<file path="config.mk">
export PLATFORM = sky130hd
export DESIGN_NAME = eia_ctrl
export DESIGN_NICKNAME = d
export VERILOG_FILES = /design/src/rtl/eia_pkg.sv /design/src/rtl/eia_ctrl.sv
export SDC_FILE = /design/constraint.sdc
export NUM_CORES = 1
export LEC_CHECK = 0
export ABC_CLOCK_PERIOD_IN_PS = 1260
export BUFFER_PORTS_ARGS = -buffer_cell sky130_fd_sc_hd__buf_2
export CORE_AREA = 2 2 39 41
export DETAILED_ROUTE_END_ITERATION = 8
export DIE_AREA = 0 0 41 43
export PLACE_DENSITY = 0.3
export SETUP_SLACK_MARGIN = 0.05
export SLEW_MARGIN = 5
export SYNTH_ARGS = -nofsm -noshare
export SYNTH_HDL_FRONTEND = slang
export SYNTH_SLANG_ARGS = --single-unit
</file>
<file path="constraint.sdc">
create_clock -name clk -period 1.26 [get_ports clk]
set_input_delay 0.252 -clock clk [delete_from_list [all_inputs] [get_ports clk]]
set_output_delay 0.252 -clock clk [all_outputs]
set_load 0.005 [all_outputs]
</file>
<file path="src/rtl/eia_pkg.sv">
// Package for entity_id_allocator: sizes, operation and status codes,
// word types and the controller/datapath interface structs. No dependencies.
`default_nettype none

package eia_pkg;

    // Sizing
    localparam int ID_COUNT   = 1024;
    localparam int SIG_BITS   = 32;
    localparam int ID_W       = $clog2(ID_COUNT);
    localparam int CNT_W      = $clog2(ID_COUNT + 1);
    localparam int ENT_W      = SIG_BITS + 1;

    // Fixed field widths of the words
    localparam int MODE_W     = 2;
    localparam int TARGET_W   = 10;
    localparam int SIG_IN_W   = 32;
    localparam int NEW_ID_W   = 10;
    localparam int SIG_OUT_W  = 32;
    localparam int STATUS_W   = 2;
    localparam int LIVE_W     = 11;

    // Operation codes
    localparam logic [MODE_W-1:0] MODE_CREATE = 2'd0;
    localparam logic [MODE_W-1:0] MODE_REMOVE = 2'd1;
    localparam logic [MODE_W-1:0] MODE_SET    = 2'd2;
    localparam logic [MODE_W-1:0] MODE_GET    = 2'd3;

    // Status codes
    localparam logic [STATUS_W-1:0] ST_OK        = 2'd0;
    localparam logic [STATUS_W-1:0] ST_FULL      = 2'd1;
    localparam logic [STATUS_W-1:0] ST_NOT_ALIVE = 2'd2;
    localparam logic [STATUS_W-1:0] ST_RANGE     = 2'd3;

    typedef struct packed {
        logic [MODE_W-1:0]   mode;
        logic [TARGET_W-1:0] target_id;
        logic [SIG_IN_W-1:0] signature_in;
    } req_t;

    typedef struct packed {
        logic [NEW_ID_W-1:0]  new_id;
        logic [SIG_OUT_W-1:0] signature_out;
        logic [STATUS_W-1:0]  status;
        logic [LIVE_W-1:0]    live_count;
    } rsp_t;

    // Controller -> datapath commands
    typedef struct packed {
        logic accept;   // request word taken this cycle, memory reads launched
        logic exec;     // read data valid, update state and load response
        logic clear;    // clearing pass: write one zero entry
    } cmd_t;

    // Datapath -> controller status
    typedef struct packed {
        logic clear_last;  // current clear write is the final entry
        logic out_free;    // response register empty or being drained
    } sts_t;

endpackage

`default_nettype wire

</file>
<file path="src/rtl/eia_ctrl.sv">
// Controller for entity_id_allocator: clearing pass, idle and execute states.
// Depends on eia_pkg.
`default_nettype none

module eia_ctrl (
    input  wire logic          clk,
    input  wire logic          rst_n,
    input  wire logic          req_valid,
    output logic               req_ready,
    input  wire eia_pkg::sts_t sts,
    output eia_pkg::cmd_t      cmd
);

    import eia_pkg::*;

    typedef enum logic [1:0] {
        S_CLEAR,
        S_IDLE,
        S_EXEC
    } state_t;

    state_t state_reg;

    // Take a word only when idle and the response register will be free
    assign req_ready  = (state_reg == S_IDLE) && sts.out_free;
    assign cmd.accept = req_valid && req_ready;
    assign cmd.exec   = (state_reg == S_EXEC);
    assign cmd.clear  = (state_reg == S_CLEAR);

    // State register
    always_ff @(posedge clk or negedge rst_n)
    begin
        if (!rst_n)
        begin
            state_reg <= S_CLEAR;
        end
        else
        begin
            case (state_reg)
                S_CLEAR:
                begin
                    if (sts.clear_last)
                    begin
                        state_reg <= S_IDLE;
                    end
                end
                S_IDLE:
                begin
                    if (cmd.accept)
                    begin
                        state_reg <= S_EXEC;
                    end
                end
                S_EXEC:
                begin
                    state_reg <= S_IDLE;
                end
                default:
                begin
                    state_reg <= S_CLEAR;
                end
            endcase
        end
    end

endmodule

`default_nettype wire

</file>
==> summary.md <==
| Metric | Value |
|---|---|
| WP data arrival | 1.03 ns |
| Routability congestion estimate | 0.5236 |
| CTS HTree Levels | 1 |
| Mapped Cells | 11 |
| DP HPWL | 213.9 um |
| FF/Latch Area | 50.05 um^2 |
| TritonCTS buffer count | 3 |
| Max reg flops | 2 |
| ANT nets after route | 0 |
| Fmax | 780.3 MHz |
| Post-Synth Adder-Cell Area | 0% |
| Vias post-DR | 135 |
| CP startpoint | state_reg[1]$_DFFE_PN0P_ |
| Failing checks | setup timing |
| # placed instances | 35 |
| Final Critical Period | 1.282 ns |
| RSZ-0062 raised after global routing | yes |
| Die height | 43 um |
| Die area | 1763 um^2 |
| Initial antenna violation count | 0 |
| Crit end category | output port |
| Max Clock Skew | 0.004626 ns |
| Finish-stage setup viols | 1 |
| Slew Limit Fails | 0 |
| CP Capture Point | cmd[2] |
| Layout cell share with drive strength beyond 1 | 64.00% |
| M1 wire length | 144 um |
| Worst hold-check path type | input port to flip-flop |
| Gr ovfl total | 0 |
| R2R Setup Slk | 0.32 ns |
| Root buf cell | clkbuf_4 |
| Final worst-path cycle share | 101.7% |
| Clock-pin slew on the worst setup and hold paths | 0.03 ns |
| Worst r2r src | state_reg[0]$_DFFE_PN0P_ |
| WL per Instance | 8.000 um |
| Worst flop-to-flop path endpoint | state_reg[1]$_DFFE_PN0P_ |
| Synth cell types | 8 |
| DIE WIDTH | 41 um |
| Drt pass-1 iters | 1 |
| GRT Util Overall | 6.124% |
| Required time worst endpoint | 1.01 ns |
| Syn Nets | 16 |
| Remaining DRCs | 0 |
| Number of cell rows | 14 |
| First-pass GRT wire length | 627 um |
| Vias in the first global route | 161 |
| Worst-path fanout max | 4 |
| Finished Layout Cells | 41 |
| Status | finished, violations left |
| Complex-gate fraction of the synthesized area | 7.778% |
| # clock sinks | 2 |
| Power density cells | 1942 nW/um^2 |
| CTS max path bufs | 2 |
| Final Hold Violating Endpoints | 0 |
| Synth Area in Simple Gates | 47.78% |
| Largest net degree at the start of global routing | 5 |
| Slew @ Worst Pin | 0.1690 ns |
| Layout net count | 32 |
| P_leak | 0.0001288 uW |
| Startpoint types | flip-flop |
| Met2 wire len | 124 um |
| Post-route cell area | 234.0 um^2 |
| Post-Place Cell Area | 172.7 um^2 |
| Fraction of synthesized cell area in xor and xnor cells | 0% |
| Final WL | 328 um |
| Ranking of synthesized cells by area | dfrtp_1 44%, nor2b_4 12%, and3_1 11% |
| Worst VDD drop | 438.5 uV |
| Most frequent cells in the layout | 6 x buf_2, 3 x clkbuf_4 |
| I/O pins | 9 |
| WL met3 | 52 um |
| Number of fill cells in the layout | 162 |
| Sequential-to-total area share from yosys stat | 44.44% |
| Core area | 1384 um^2 |
| Dominant cell type by area after synthesis | dfrtp_1 |
| ANT cells | 0 |
| Yosys Warn Count | 0 |
| DR iter-0 viols | 0 |
| Final setup margin | -0.02163 ns |
| Yosys reg bits | 2 |
| Vias per cell | 3.293 |
| Most common cell after layout, fill and taps aside | buf_2 |
| Cell area after synthesis | 112.6 um^2 |
| Top cell type's share of synthesized area | 44.44% |
| Initial core utilization | 8.137% |
| Main combinational cell family by area after synthesis | simple AND/OR/NAND/NOR gates |
| Top Metal Used | met4 |
| Crit Path Category | flip-flop to output port |
| Clk_lat worst skew | 0.22 ns |
| R2r worst-path depth | 3 |
| Max_cap viols | 0 |
| Post-synthesis mux area share | 0% |
| CTS tree | built |
| I/O Buffers | 8 |
| Footprint of the multi-input gates | 63.81 um^2 |
| Mean Syn Cell Area | 10.24 um^2 |
| Rel. slew slack | 88.74% |
| Layout area overhead | 107.8% |
## critical path, stage by stage (launching register included)
cell and delay [ns]:
dfrtp_1 0.41, nor2b_4 0.14, and3_1 0.15, buf_2 0.11
## repair_timing
action / CTS / global route
gates resized for setup: 2 / 1
hold buffers: 1 / 0
cloned: 0 / 0
hold endpoints to repair: 2 / 0
endpoints found under the setup margin: 3 / 3
pin swaps: 2 / 0
buffers inserted: 2 / 0
## synthesized netlist by cell type (all sizes together)
cell type / count
o2bb2ai: 1
and2b: 1
dfrtp: 2
nor2: 2
nor2b: 1
and3: 2
nand2: 1
and2: 1
## logic make-up after synthesis
| family | count (synthesis) |
|---|---|
| AND/OR/NAND/NOR | 8 |
| AO/OA/AOI/OAI | 1 |
| flip-flops | 2 |
## metal layers
layer / GRT usage [%] / up-vias
met5: 0 / -
met4: 8.000 / 0
met3: 5.236 / 2
met2: 6.563 / 9
met1: 5.788 / 58
li1: - / 66
## how the worst min path moves through the flow
stage                   start                        to  slack [ns]  cells past startpoint
floorplan               rst_n  state_reg[0]$_DFFE_PN0P_       -0.04                      0
detailed placement      rst_n  state_reg[0]$_DFFE_PN0P_        0.04                      1
finish                 sts[1]  state_reg[0]$_DFFE_PN0P_        0.30                      3
global route        req_valid  state_reg[1]$_DFFE_PN0P_        0.31                      2
CTS                    sts[1]  state_reg[0]$_DFFE_PN0P_        0.29                      3
global placement        rst_n  state_reg[0]$_DFFE_PN0P_        0.04                      1
## per-stage QoR
step / setup WS, ns / utilization (%) / hold WS, ns / total power, uW / TNS [ns]
CTS: -0.04033 / 16.46 / 0.2909 / 462.7 / -0.05210
finish: -0.02163 / 16.91 / 0.3018 / 454.4 / -0.02163
floorplan: 0.3160 / - / -0.04359 / 188.4 / 0
global placement: 0.1959 / 12.48 / 0.03778 / 236.8 / 0
global route: -0.1066 / 16.91 / 0.3125 / 504.6 / -0.1912
detailed placement: 0.1838 / 12.48 / 0.04215 / 243.0 / 0
## power breakdown
group	switching (uW)	total, uW	internal (uW)	leakage, uW
logic	65.0	208	143	0.0000900
registers	20.6	107	86.4	0.0000250
clock network	34.5	139	105	0.0000138
## layout make-up
type                            count  share of cell area (%)
Clock buffer                        3                   9.626
Multi-Input combinational cell      9                   27.27
Sequential cell                     2                   21.39
Timing Repair Buffer               11                   33.16
Tap cell                           16                   8.556
No activity file was read; power rests on OpenSTA's default activity.
